--- src/hw/rtl/mbps_pkg.sv ---
// Package for the memory byte pattern search block: widths, register
// indexes and the structs passed between the CSR file and the match logic.
// No dependencies.
package mbps_pkg;

   // Longest pattern the window can hold
   localparam int MAX_PATTERN_BYTES = 8;

   localparam int BYTE_W        = 8;
   localparam int ADDR_W        = 32;
   localparam int SEARCH_PAT_W  = 64;
   localparam int LEN_W         = 4;
   // Fill count saturates at MAX_PATTERN_BYTES; kept at the length width so
   // the two compare directly
   localparam int FILL_W        = LEN_W;
   localparam int WINDOW_W      = MAX_PATTERN_BYTES * BYTE_W;
   localparam int HIST_W        = (MAX_PATTERN_BYTES - 1) * BYTE_W;
   localparam int LEN_IDX_W     = $clog2(MAX_PATTERN_BYTES);

   // APB side: 64-bit registers at an 8-byte stride
   localparam int CSR_DATA_W    = 64;
   localparam int CSR_ADDR_W    = 6;
   localparam int REG_IDX_W     = 3;
   localparam int REG_IDX_LSB   = 3;

   typedef enum logic [REG_IDX_W-1:0] {
      REG_SEARCH_PATTERN = 3'd0,
      REG_PATTERN_LENGTH = 3'd1,
      REG_DOMAIN_FIRST   = 3'd2,
      REG_DOMAIN_LAST    = 3'd3,
      REG_RANGE_FIRST    = 3'd4,
      REG_RANGE_LAST     = 3'd5
   } csr_reg_type;

   typedef struct packed {
      logic [SEARCH_PAT_W-1:0] search_pattern;
      logic [LEN_W-1:0]        pattern_length;
      logic [ADDR_W-1:0]       domain_first_address;
      logic [ADDR_W-1:0]       domain_last_address;
      logic [ADDR_W-1:0]       range_first_address;
      logic [ADDR_W-1:0]       range_last_address;
   } search_cfg_type;

   typedef struct packed {
      logic              hit;
      logic [ADDR_W-1:0] start_address;
   } match_result_type;

endpackage

--- src/hw/rtl/mbps_req_if.sv ---
// Request channel interface of the pattern search: one memory byte per
// transaction. Depends on mbps_pkg.
interface mbps_req_if;
   import mbps_pkg::*;

   logic                valid;
   logic                ready;
   logic [BYTE_W-1:0]   mem_byte;
   logic [ADDR_W-1:0]   byte_address;
   logic                scan_last;

   modport source (output valid, output mem_byte, output byte_address,
                   output scan_last, input ready);
   modport sink   (input valid, input mem_byte, input byte_address,
                   input scan_last, output ready);
endinterface

--- src/hw/rtl/mbps_rsp_if.sv ---
// Response channel interface of the pattern search: one match report per
// transaction. Depends on mbps_pkg.
interface mbps_rsp_if;
   import mbps_pkg::*;

   logic                valid;
   logic                ready;
   logic                match_found;
   logic [ADDR_W-1:0]   match_address;
   logic                scan_done;

   modport source (output valid, output match_found, output match_address,
                   output scan_done, input ready);
   modport sink   (input valid, input match_found, input match_address,
                   input scan_done, output ready);
endinterface

--- src/hw/rtl/memory_byte_pattern_search.sv ---
// Top level of the memory byte pattern search: input register, byte history,
// match logic and result register. Depends on mbps_pkg, mbps_req_if,
// mbps_rsp_if, mbps_csr and mbps_match.
//
//  channel       | direction | transaction
//  --------------+-----------+---------------------------------------------
//  req_channel   | in        | mem_byte, byte_address, scan_last
//  rsp_channel   | out       | match_found, match_address, scan_done
//  APB (psel...) | in/out    | 64-bit register write/read, 8-byte stride
//
// One transaction per cycle sustained while rsp_channel.ready holds; a result
// leaves after its byte passes the input register, then the result register.
// While a result waits on rsp_channel.ready, one more byte is still taken into
// the input register; with both registers full, req_channel.ready drops.
// Synchronous active-high reset clears the valid flags, the history and the
// fill count. A result with scan_done set clears the history for the next scan.
module memory_byte_pattern_search (
   input  logic                             clock,
   input  logic                             reset,
   mbps_req_if.sink                         req_channel,
   mbps_rsp_if.source                       rsp_channel,
   input  logic                             psel,
   input  logic                             penable,
   input  logic                             pwrite,
   input  logic [mbps_pkg::CSR_ADDR_W-1:0]  paddr,
   input  logic [mbps_pkg::CSR_DATA_W-1:0]  pwdata,
   output logic [mbps_pkg::CSR_DATA_W-1:0]  prdata,
   output logic                             pready
);
   import mbps_pkg::*;

   search_cfg_type        cfg;
   match_result_type      result;

   // Input stage
   logic                  s1_valid_ff, s1_valid_in;
   logic [BYTE_W-1:0]     s1_byte_ff;
   logic [ADDR_W-1:0]     s1_addr_ff;
   logic                  s1_last_ff;

   // Scan history
   logic [HIST_W-1:0]     hist_ff, hist_in;
   logic [FILL_W-1:0]     fill_ff, fill_in;
   logic [FILL_W-1:0]     fill_next;
   logic [WINDOW_W-1:0]   window;

   // Result stage
   logic                  s2_valid_ff, s2_valid_in;
   logic                  s2_found_ff;
   logic [ADDR_W-1:0]     s2_addr_ff;
   logic                  s2_done_ff;

   logic                  advance;
   logic                  accept;

   mbps_csr u_csr (
      .clock   (clock),
      .reset   (reset),
      .psel    (psel),
      .penable (penable),
      .pwrite  (pwrite),
      .paddr   (paddr),
      .pwdata  (pwdata),
      .prdata  (prdata),
      .pready  (pready),
      .cfg     (cfg)
   );

   // Handshake: stage 1 moves on when the result register is free or drains
   assign advance           = s1_valid_ff && (!s2_valid_ff || rsp_channel.ready);
   assign req_channel.ready = !s1_valid_ff || advance;
   assign accept            = req_channel.valid && req_channel.ready;

   // Window: history plus the byte in stage 1, newest in the low byte
   assign window    = {hist_ff, s1_byte_ff};
   assign fill_next = (fill_ff == FILL_W'(MAX_PATTERN_BYTES)) ? fill_ff :
                      fill_ff + FILL_W'(1);

   mbps_match u_match (
      .cfg          (cfg),
      .window       (window),
      .fill_count   (fill_next),
      .byte_address (s1_addr_ff),
      .result       (result)
   );

   // Next-state for control and history
   always_comb begin
      s1_valid_in = s1_valid_ff;
      if (accept) begin
         s1_valid_in = 1'b1;
      end else if (advance) begin
         s1_valid_in = 1'b0;
      end

      s2_valid_in = s2_valid_ff;
      if (advance) begin
         s2_valid_in = 1'b1;
      end else if (rsp_channel.ready) begin
         s2_valid_in = 1'b0;
      end

      hist_in = hist_ff;
      fill_in = fill_ff;
      if (advance) begin
         if (s1_last_ff) begin
            hist_in = '0;
            fill_in = '0;
         end else begin
            hist_in = window[HIST_W-1:0];
            fill_in = fill_next;
         end
      end
   end

   always_ff @(posedge clock) begin
      if (reset) begin
         s1_valid_ff <= 1'b0;
         s2_valid_ff <= 1'b0;
         hist_ff     <= '0;
         fill_ff     <= '0;
      end else begin
         s1_valid_ff <= s1_valid_in;
         s2_valid_ff <= s2_valid_in;
         hist_ff     <= hist_in;
         fill_ff     <= fill_in;
      end
   end

   // Payload registers
   always_ff @(posedge clock) begin
      if (accept) begin
         s1_byte_ff <= req_channel.mem_byte;
         s1_addr_ff <= req_channel.byte_address;
         s1_last_ff <= req_channel.scan_last;
      end
      if (advance) begin
         s2_found_ff <= result.hit;
         s2_addr_ff  <= result.start_address;
         s2_done_ff  <= s1_last_ff;
      end
   end

   assign rsp_channel.valid         = s2_valid_ff;
   assign rsp_channel.match_found   = s2_found_ff;
   assign rsp_channel.match_address = s2_addr_ff;
   assign rsp_channel.scan_done     = s2_done_ff;

   // Fill count never passes the window size
   a_fill_bound: assert property (@(posedge clock) disable iff (reset)
      fill_ff <= FILL_W'(MAX_PATTERN_BYTES))
      else $error("fill count above window size");

   // End of scan clears the history
   a_scan_clear: assert property (@(posedge clock) disable iff (reset)
      (advance && s1_last_ff) |=> (fill_ff == '0) && (hist_ff == '0))
      else $error("history not cleared after end of scan");

   // A refused byte means both stages are full and the result is stalled
   a_stall_cause: assert property (@(posedge clock) disable iff (reset)
      !req_channel.ready |-> s1_valid_ff && s2_valid_ff && !rsp_channel.ready)
      else $error("request stalled without a full pipeline");

   // No hit reports a start address, and no hit without a pattern
   a_no_hit_addr: assert property (@(posedge clock) disable iff (reset)
      (s2_valid_ff && !s2_found_ff) |-> (s2_addr_ff == '0))
      else $error("address reported without a match");

   a_hit_len: assert property (@(posedge clock) disable iff (reset)
      (advance && result.hit) |-> (cfg.pattern_length != '0) && (fill_next != '0))
      else $error("match with empty pattern or empty window");

endmodule

--- src/hw/rtl/mbps_csr.sv ---
// APB register file of the pattern search: pattern, length and address
// bounds. Depends on mbps_pkg.
module mbps_csr (
   input  logic                             clock,
   input  logic                             reset,
   input  logic                             psel,
   input  logic                             penable,
   input  logic                             pwrite,
   input  logic [mbps_pkg::CSR_ADDR_W-1:0]  paddr,
   input  logic [mbps_pkg::CSR_DATA_W-1:0]  pwdata,
   output logic [mbps_pkg::CSR_DATA_W-1:0]  prdata,
   output logic                             pready,
   output mbps_pkg::search_cfg_type         cfg
);
   import mbps_pkg::*;

   search_cfg_type          cfg_ff;
   search_cfg_type          cfg_in;
   logic                    wr_en;
   csr_reg_type             reg_idx;

   assign pready  = 1'b1;
   assign wr_en   = psel && penable && pwrite;
   assign reg_idx = csr_reg_type'(paddr[REG_IDX_LSB +: REG_IDX_W]);
   assign cfg     = cfg_ff;

   // Register write decode; unknown indexes are ignored
   always_comb begin
      cfg_in = cfg_ff;
      if (wr_en) begin
         unique case (reg_idx)
            REG_SEARCH_PATTERN: cfg_in.search_pattern = pwdata[SEARCH_PAT_W-1:0];
            REG_PATTERN_LENGTH: cfg_in.pattern_length = pwdata[LEN_W-1:0];
            REG_DOMAIN_FIRST:   cfg_in.domain_first_address = pwdata[ADDR_W-1:0];
            REG_DOMAIN_LAST:    cfg_in.domain_last_address = pwdata[ADDR_W-1:0];
            REG_RANGE_FIRST:    cfg_in.range_first_address = pwdata[ADDR_W-1:0];
            REG_RANGE_LAST:     cfg_in.range_last_address = pwdata[ADDR_W-1:0];
            default: ;
         endcase
      end
   end

   always_ff @(posedge clock) begin
      if (reset) begin
         cfg_ff <= '0;
      end else begin
         cfg_ff <= cfg_in;
      end
   end

   // Read mux, zero extended
   always_comb begin
      unique case (reg_idx)
         REG_SEARCH_PATTERN: prdata = CSR_DATA_W'(cfg_ff.search_pattern);
         REG_PATTERN_LENGTH: prdata = CSR_DATA_W'(cfg_ff.pattern_length);
         REG_DOMAIN_FIRST:   prdata = CSR_DATA_W'(cfg_ff.domain_first_address);
         REG_DOMAIN_LAST:    prdata = CSR_DATA_W'(cfg_ff.domain_last_address);
         REG_RANGE_FIRST:    prdata = CSR_DATA_W'(cfg_ff.range_first_address);
         REG_RANGE_LAST:     prdata = CSR_DATA_W'(cfg_ff.range_last_address);
         default:            prdata = '0;
      endcase
   end

endmodule

--- src/hw/rtl/mbps_match.sv ---
// Match decision for one window position: parallel byte compare for every
// pattern length plus the effective range checks. Depends on mbps_pkg.
module mbps_match (
   input  mbps_pkg::search_cfg_type            cfg,
   input  logic [mbps_pkg::WINDOW_W-1:0]       window,
   input  logic [mbps_pkg::FILL_W-1:0]         fill_count,
   input  logic [mbps_pkg::ADDR_W-1:0]         byte_address,
   output mbps_pkg::match_result_type          result
);
   import mbps_pkg::*;

   logic [LEN_W-1:0]              len;
   logic [LEN_W-1:0]              len_m1;
   logic [ADDR_W-1:0]             lo;
   logic [ADDR_W-1:0]             hi;
   logic [ADDR_W-1:0]             start;
   logic [MAX_PATTERN_BYTES-1:0]  len_hit;
   logic                          eq;
   logic                          hit;

   // Lengths above the window size use the full window
   assign len    = (cfg.pattern_length > LEN_W'(MAX_PATTERN_BYTES)) ?
                   LEN_W'(MAX_PATTERN_BYTES) : cfg.pattern_length;
   assign len_m1 = len - LEN_W'(1);
   assign start  = byte_address - ADDR_W'(len_m1);

   // Effective range; a range end of zero means the domain end
   always_comb begin
      lo = (cfg.domain_first_address > cfg.range_first_address) ?
           cfg.domain_first_address : cfg.range_first_address;
      hi = cfg.domain_last_address;
      if ((cfg.range_last_address != '0) &&
          (cfg.range_last_address < cfg.domain_last_address)) begin
         hi = cfg.range_last_address;
      end
   end

   // One compare set per length: pattern byte 0 meets the oldest byte used
   always_comb begin
      for (int l = 1; l <= MAX_PATTERN_BYTES; l++) begin
         eq = 1'b1;
         for (int i = 0; i < l; i++) begin
            if (window[BYTE_W*(l-1-i) +: BYTE_W] != cfg.search_pattern[BYTE_W*i +: BYTE_W]) begin
               eq = 1'b0;
            end
         end
         len_hit[l-1] = eq;
      end
   end

   assign hit = (len != '0) && (fill_count >= len) && (lo <= hi) &&
                (byte_address >= ADDR_W'(len_m1)) && (start >= lo) &&
                (byte_address <= hi) && len_hit[len_m1[LEN_IDX_W-1:0]];

   assign result.hit           = hit;
   assign result.start_address = hit ? start : '0;

endmodule

--- src/flat_wrapper.sv ---
// flat-port wrapper written by rule: the top's interface ports become plain ports
module memory_byte_pattern_search_flat import mbps_pkg::*;
  (clock, reset, psel, penable, pwrite, paddr, pwdata, prdata, pready, req_channel_valid, req_channel_mem_byte, req_channel_byte_address, req_channel_scan_last, req_channel_ready, rsp_channel_valid, rsp_channel_match_found, rsp_channel_match_address, rsp_channel_scan_done, rsp_channel_ready);
  mbps_req_if req_channel_i ();
  mbps_rsp_if rsp_channel_i ();
  input  logic clock;
  input  logic reset;
  input  logic psel;
  input  logic penable;
  input  logic pwrite;
  input  logic [mbps_pkg::CSR_ADDR_W-1:0] paddr;
  input  logic [mbps_pkg::CSR_DATA_W-1:0] pwdata;
  output logic [mbps_pkg::CSR_DATA_W-1:0] prdata;
  output logic pready;
  input wire logic [$bits(req_channel_i.valid)-1:0] req_channel_valid;
  input wire logic [$bits(req_channel_i.mem_byte)-1:0] req_channel_mem_byte;
  input wire logic [$bits(req_channel_i.byte_address)-1:0] req_channel_byte_address;
  input wire logic [$bits(req_channel_i.scan_last)-1:0] req_channel_scan_last;
  output wire logic [$bits(req_channel_i.ready)-1:0] req_channel_ready;
  output wire logic [$bits(rsp_channel_i.valid)-1:0] rsp_channel_valid;
  output wire logic [$bits(rsp_channel_i.match_found)-1:0] rsp_channel_match_found;
  output wire logic [$bits(rsp_channel_i.match_address)-1:0] rsp_channel_match_address;
  output wire logic [$bits(rsp_channel_i.scan_done)-1:0] rsp_channel_scan_done;
  input wire logic [$bits(rsp_channel_i.ready)-1:0] rsp_channel_ready;
  assign req_channel_i.valid = req_channel_valid;
  assign req_channel_i.mem_byte = req_channel_mem_byte;
  assign req_channel_i.byte_address = req_channel_byte_address;
  assign req_channel_i.scan_last = req_channel_scan_last;
  assign req_channel_ready = req_channel_i.ready;
  assign rsp_channel_valid = rsp_channel_i.valid;
  assign rsp_channel_match_found = rsp_channel_i.match_found;
  assign rsp_channel_match_address = rsp_channel_i.match_address;
  assign rsp_channel_scan_done = rsp_channel_i.scan_done;
  assign rsp_channel_i.ready = rsp_channel_ready;
  memory_byte_pattern_search u_core (.clock(clock), .reset(reset), .req_channel(req_channel_i), .rsp_channel(rsp_channel_i), .psel(psel), .penable(penable), .pwrite(pwrite), .paddr(paddr), .pwdata(pwdata), .prdata(prdata), .pready(pready));
endmodule
--- config.mk ---
export PLATFORM = sky130hd
export DESIGN_NAME = memory_byte_pattern_search_flat
export DESIGN_NICKNAME = d
export VERILOG_FILES = /design/src/hw/rtl/mbps_pkg.sv /design/src/hw/rtl/mbps_req_if.sv /design/src/hw/rtl/mbps_rsp_if.sv /design/src/hw/rtl/memory_byte_pattern_search.sv /design/src/hw/rtl/mbps_csr.sv /design/src/hw/rtl/mbps_match.sv /design/src/flat_wrapper.sv
export SDC_FILE = /design/constraint.sdc
export NUM_CORES = 1
export LEC_CHECK = 0
export ABC_AREA = 1
export BUFFER_PORTS_ARGS = -buffer_cell sky130_fd_sc_hd__buf_4
export CAP_MARGIN = 20
export CORE_MARGIN = 3
export CORE_UTILIZATION = 55
export CTS_CLUSTER_SIZE = 14
export DETAILED_ROUTE_END_ITERATION = 16
export PLACE_DENSITY = 0.79
export SYNTH_ARGS = -nofsm -noshare
export SYNTH_HDL_FRONTEND = slang
export SYNTH_SLANG_ARGS = --single-unit
--- constraint.sdc ---
create_clock -name clock -period 5.2 [get_ports clock]
set_input_delay 0.26 -clock clock [delete_from_list [all_inputs] [get_ports clock]]
set_output_delay 0.26 -clock clock [all_outputs]
set_load 0.05 [all_outputs]
# Word-level counts from Yosys, hierarchy flattened
# Index checks and enable logic that the tools add are counted.
# Widths: inputs -> output; s select.
[totals]
regBits = 333
word_cells = 145
in_bits = 118
[op_classes]
reduce_logical = 26
addsub = 3
eq_ne = 42
n_lt_le_gt_ge = 9
mux = 49
[ops]
columns = ["cell", "n"]
rows = [
  ["$pmux 64 s6", 1],
  ["$ne 8x8->1", 36],
  ["$le 32x32->1", 2],
  ["$mux 32", 2],
  ["$mux 56", 1],
  ["$mux 1", 41],
  ["$ge 32x32->1", 1],
  ["$ge 32x4->1", 1],
  ["$gt 32x32->1", 1],
  ["$lt 32x32->1", 1],
  ["$reduce_bool 32->1", 1],
  ["$sub 32x4->32", 1],
  ["$mux 4", 3],
  ["$reduce_and 2->1", 6],
  ["$logic_and 1x1->1", 11],
  ["$eq 3x2->1 const B", 2],
  ["$eq 3x3->1 const B", 2],
  ["$add 4x1->4 const B", 1],
  ["$eq 4x4->1 const B", 1],
  ["$ge 4x4->1", 1],
  ["$gt 4x4->1 const B", 1],
  ["$lt 3x4->1 const B", 1],
  ["$reduce_bool 2->1", 2],
  ["$reduce_bool 4->1", 1],
  ["6 further kinds", 8],
]

# Depth between registers and ports, before layout
[logic_depth]
ltp_word = 12
depth_mapped = 34
ltp_nobuf = 32

# Cells and area by module
# A second synthesis with hierarchy kept.
[hier_totals]
cells_unflattened = 4016
area_unflattened_um2 = 25384.3
[by_module_without_submodules]
columns = ["module", "area_each_um2", "seq_area_each_um2", "cells_per_inst", "instances"]
rows = [
  ["mbps_match", 11139.4, 0.0, 2053, 1],
  ["mbps_csr", 9751.9, 3923.8, 1599, 1],
  ["memory_byte_pattern_search", 4493.1, 3493.4, 364, 1],
]

# Worst setup path before layout
# No wires, ideal clock.
[synth_timing]
path_kind = "register to register"
startpoint = "register u_core.u_csr.cfg_ff (netlist bit u_core.u_csr.cfg[131])"
endpoint = "register u_core.s2_addr_ff[10] (netlist: u_core.rsp_channel.match_address[10]) (data pin)"
t_required_ns = 4.925
arrival_ns = 3.753
setup_slack_ns = 1.171
stages_incl_launch_ff = 27
synth_period_minus_slack_ns = 4.029
cell_sequence = "dfxtp_1 > inv_1 > nand2_1 > ha_1 > ha_1 > nand2_1 > inv_1 > nand2_1 > nand2_2 > a21boi_4 > nand2_2 > nor2_4 > nand2_4 > nor2_8 > nand2_4 > nor2_4 > xnor2_1 > inv_1 > ha_1 > nand2_1 > inv_1 > nand3_1 > inv_1 > a21oi_1 > o2111a_1 > clkbuf_1 > nor3_2"
[synth_via]
elab_cells_between_ends = 16
cone_classes = "add/sub (2); order compare (4); mux (3); reduce/logical (7)"
[synth_rtl]
columns = ["item", "line", "source"]
rows = [
  ["from (decl)", "mbps_csr.sv:17", "search_cfg_type cfg_ff;"],
  ["from (signal assigned)", "mbps_csr.sv:47", "cfg_ff <= cfg_in;"],
  ["$gt 4x4->1", "mbps_match.sv:22", "assign len = (cfg.pattern_length > LEN_W'(MAX_PATTERN_BYTES)) ?"],
  ["$mux 4 (*)", "mbps_match.sv:22", ""],
  ["$sub 4x1->4 (*)", "mbps_match.sv:24", "assign len_m1 = len - LEN_W'(1);"],
  ["$sub 32x4->32 (*)", "mbps_match.sv:25", "assign start = byte_address - ADDR_W'(len_m1);"],
  ["net u_core.u_match.start[23]", "mbps_match.sv:16", "logic [ADDR_W-1:0] start;"],
  ["$ge 32x32->1 (*)", "mbps_match.sv:52", "(byte_address >= ADDR_W'(len_m1)) && (start >= lo) &&"],
  ["$logic_and 1x1->1 (*) (2 in a row)", "mbps_match.sv:52", ""],
  ["$logic_and 1x1->1 (*)", "mbps_match.sv:53", "(byte_address <= hi) && len_hit[len_m1[LEN_IDX_W-1:0]];"],
  ["to (signal assigned)", "memory_byte_pattern_search.sv:139", "s2_addr_ff <= result.start_address;"],
  ["to (decl)", "memory_byte_pattern_search.sv:50", "logic [ADDR_W-1:0] s2_addr_ff;"],
]
# Mark *: on every way through the listed nets, which the timed path passes. The rest lies on a longest branch. The select of a mux whose other input is x is not followed.
# A chain may end at the register's enable or synchronous reset.

# Worst setup path after layout
[layout_timing]
startpoint = "register u_core.u_csr.cfg_ff (netlist bit u_core.u_csr.cfg[131])"
endpoint = "register u_core.s2_found_ff (netlist: u_core.rsp_channel.match_found) (data pin)"
[layout_via]
elab_cells_between_ends = 16
cone_classes = "add/sub (2); order compare (4); mux (3); reduce/logical (7)"
[layout_rtl]
columns = ["item", "line", "source"]
rows = [
  ["$gt 4x4->1", "mbps_match.sv:22", ""],
  ["$mux 4 (*)", "mbps_match.sv:22", ""],
  ["$sub 4x1->4 (*)", "mbps_match.sv:24", ""],
  ["$sub 32x4->32 (*)", "mbps_match.sv:25", ""],
  ["net u_core.u_match.start[23]", "mbps_match.sv:16", ""],
  ["$ge 32x32->1 (*)", "mbps_match.sv:52", ""],
  ["$logic_and 1x1->1 (*) (2 in a row)", "mbps_match.sv:52", ""],
  ["$logic_and 1x1->1 (*)", "mbps_match.sv:53", ""],
  ["net u_core.u_match.hit", "mbps_match.sv:19", "logic hit;"],
  ["to (signal assigned)", "memory_byte_pattern_search.sv:138", "s2_found_ff <= result.hit;"],
  ["to (decl)", "memory_byte_pattern_search.sv:49", "logic s2_found_ff;"],
]
# Marks and branches as above.

==> impl_metrics.toml <==
[outcome]
status = "complete, no violations"

[floorplan]
die_w_um = 212
die_area_mm2 = 0.0448
num_rows = 74
start_util = 0.563
coreArea_mm2 = 0.0413
die_h_um = 212
num_io_pins = 219

[synthesis]
ys_seq_area_frac = 0.319
syn_nets = 3624
synth_top_area_frac = 0.222
syn-instance-count = 3335
synthArstFlopShare = 0
ys_warn_count = 0
ys_ff_latch = 333
synth_edf_count = 75
synth.largest_area_cell = "dfxtp_1"
yosysMostFrequentCell = "nand2_1"
yosys-top-cells-count = "931 x nand2_1, 397 x nor2_1, 326 x inv_1"
synth_flop_cell = "dfxtp_1"
synth_cell_type_count = 54
synth.area.top_cells = "dfxtp_1 22%, nand2_1 15%, edfxtp_1 9.7%"
netlist_area_mm2 = 0.0233
synth.avg_cell_area_um2 = 6.98

[sta]
setup_viol = 0
worstMarginPinSlew_ns = 1.08
skew_ns = 0.0191
timing.final.crit_share = 0.981
hold_viol = 0
slew-limit-headroom = 0.282
fin_ws_ns = 0.0985
slew_viol_final = 0
clock.fmax_ghz = 0.196
finalSetupTns_ns = 0
period_needed_ns = 5.10

[clock_network]
cts_root_buf = "clkbuf_16"
clockBufferDepth = 3
cts_tree = "done"
htreeDepth = 2
clk_pin_slew_worst_paths_ns = 0.07
clock_latency_ns = 0.59
cts.sinks = 333
cts_buffers = 39

[pwr]
p_int_mw = 5.17
switching_share = 0.343
cellPowerDensity_mw_per_mm2 = 289
vdd_ir_drop_max_mv = 0.367
power_switching_mw = 2.70
p_comb_frac = 0.260
leakage_nw = 12.1
seqPwrFrac = 0.354
pwr-share-clk = 0.386

[setup_path]
crit_required_ns = 5.51
arrival_ns = 5.41
end_kind = "register"
r2r_end = "u_core.rsp_channel.match_found$_DFFE_PP_"
critical_path_buf_inv_count = 5
crit_family = "simple AND/OR/NAND/NOR gates"
reg2reg_depth = 25
cpMostUsedCell = "inv_1"
worst-r2r-setup-slack_ns = 0.1
critPathMaxStageDelay_ns = 0.68
startpoint_type = "register"
critPathKind = "reg2reg"
crit_fanout = 16
cp_slowest_cell = "o2111a_2"
r2r-start = "u_core.u_csr.cfg[131]$_SDFFE_PP0P_"

[finish]
nFillCells = 3434
multiInputGateArea_mm2 = 0.0136
nets = 3811
area_growth_pct = 17.2
antenna_cells = 0
ff_latch_area_mm2 = 0.00742
drive_above_1_share = 0.119

[min_path]
hold_path_end = "u_core.u_csr.cfg[128]$_SDFFE_PP0P_"
hold_path_startpoint = "pwdata[0]"
hold_path_class = "in2reg"
hold_depth = 3

[detailed_routing]
vias = 25599
drtIter0Drc = 4193
vias_per_cell = 6.27
dr.pass1.iters = 6
routedWlPerCell_um = 25.1
wirelength_mm = 103
drc_errors = 0
drtAntennaViolNets = 0

[global_route]
grt_use_met2 = 0.649
grt_pass1_vias = 23612
grt_util_met3 = 0.125
gr-max-usage-layer = "met2"
grt_start_max_net_pins = 111
met1_usage = 0.611
antenna_found_initial = 0
overflow = 0
grtUsageTotal = 0.438
grt_pass1_wl_mm = 147

[flow_run]
cap_violations = 0

[place]
port_buffers = 214
hpwl_mm = 73.3
dp_slack_ns = 0.130
globalplace.congestion = 1.06
[sequential cells by signal (all words and copies together), names as in the netlist]
register                          cells
u_core.s1_valid_ff                    1
u_core.s1_byte_ff                     8
u_core.fill_ff                        4
u_core.u_csr.cfg                    196
u_core.rsp_channel.valid              1
u_core.s1_addr_ff                    32
u_core.hist_ff                       56
u_core.rsp_channel.match_found        1
u_core.rsp_channel.match_address     32
u_core.rsp_channel.scan_done          1
u_core.s1_last_ff                     1
[logic make-up (layout without fill, tap and decap cells)]
| family | after synthesis | in the layout | share of synthesized area |
|---|---|---|---|
| AO/OA/AOI/OAI | 544 | 545 | 0.146 |
| XOR/XNOR | 148 | 148 | 0.0557 |
| adder cells (fa/ha/maj) | 171 | 171 | 0.0923 |
| buffers and inverters | 552 | 769 | 0.0999 |
| flip-flops | 333 | 333 | 0.319 |
| other | 1 | 1 | 0.000161 |
| AND/OR/NAND/NOR | 1586 | 1586 | 0.287 |
[layout by cell type (no fill, tap or decap), types with 84 or more instances in the layout]
cell type / instances
a211oi_1: 177
a21oi_1: 185
buf_4: 251
dfxtp_1: 258
dlygate4sd3_1: 84
ha_1: 170
inv_1: 325
nand2_1: 925
nand3_1: 86
nor2_1: 396
o21ai_0: 91
[worst register-to-register path, stage by stage (launching register included)]
cell and delay (ns):
dfxtp_1 0.32, inv_1 0.18, nand2_2 0.19, ha_1 0.46
ha_1 0.28, nand2_1 0.06, inv_1 0.06, nand2_1 0.08
nand2_2 0.09, a21boi_4 0.22, nand2_2 0.12, nor2_4 0.19
nand2_4 0.12, nor2_8 0.18, nand2_4 0.08, nor2_4 0.08
xnor2_1 0.17, inv_1 0.09, ha_1 0.32, nand2_1 0.08
inv_1 0.04, nand3_1 0.15, inv_1 0.06, a21oi_1 0.39
o2111a_2 0.68, nor2_1 0.14
[power groups by stage]
stage	Clock, mW	Combinational [mW]	Sequential (mW)
after floorplan	0	1.18	2.82
after global placement	0	1.67	2.84
after detailed placement	0	1.75	2.84
after CTS	3.02	1.82	2.78
after global routing	3.13	2.19	2.79
final	3.04	2.05	2.79
[worst max path at each step]
| stage | startpoint | to | cells past startpoint | slack, ns |
|---|---|---|---|---|
| after floorplan | u_core.u_csr.cfg[131]$_SDFFE_PP0P_ | u_core.rsp_channel.match_address[10]$_SDFFCE_PN0P_ | 26 | 1.17 |
| after global routing | u_core.u_csr.cfg[128]$_SDFFE_PP0P_ | u_core.rsp_channel.match_address[6]$_SDFFCE_PN0P_ | 27 | -0.09 |
| after global placement | u_core.u_csr.cfg[131]$_SDFFE_PP0P_ | u_core.rsp_channel.match_address[2]$_SDFFCE_PN0P_ | 25 | 0.43 |
| final | u_core.u_csr.cfg[131]$_SDFFE_PP0P_ | u_core.rsp_channel.match_found$_DFFE_PP_ | 25 | 0.1 |
| after CTS | u_core.u_csr.cfg[131]$_SDFFE_PP0P_ | u_core.rsp_channel.match_address[2]$_SDFFCE_PN0P_ | 24 | 0.03 |
| after detailed placement | u_core.u_csr.cfg[131]$_SDFFE_PP0P_ | u_core.rsp_channel.match_address[2]$_SDFFCE_PN0P_ | 24 | 0.13 |
[per-stage QoR]
step | utilization | instance area (µm²) | total power, mW | cells | hold WS [ns]
CTS | 0.656 | 27100 | 7.63 | 4071 | 0.0000376
floorplan | - | 23300 | 4.00 | 3335 | 0.359
finish | 0.660 | 27300 | 7.87 | 4085 | 0.0127
detailed placement | 0.601 | 24800 | 4.59 | 3915 | 0.439
global route | 0.660 | 27300 | 8.11 | 4085 | 0.00654
global placement | 0.601 | 24800 | 4.50 | 3915 | 0.438
[repair_timing]
item,in CTS,in global routing
endpoints found under the hold margin,95,0
endpoints found under the setup margin,0,33
buffers inserted,0,10
gates resized for setup,0,6
hold buffers,84,0
[area by class of cell]
cell class,instances,share of cell area
repair buffers,341,0.104
well taps,532,0.0244
flip-flops and latches,333,0.272
clock inverters,19,0.00849
multi-input cells,2451,0.499
inverters,356,0.0491
clock buffers,53,0.0430
[per-layer routing]
layer | routed length, µm | vias up
met5 | 0 | -
met4 | 4610 | 0
met3 | 14400 | 363
met2 | 43100 | 1960
met1 | 40400 | 11917
li1 | - | 11359
Note: power is estimated with default switching activity, not from simulation.
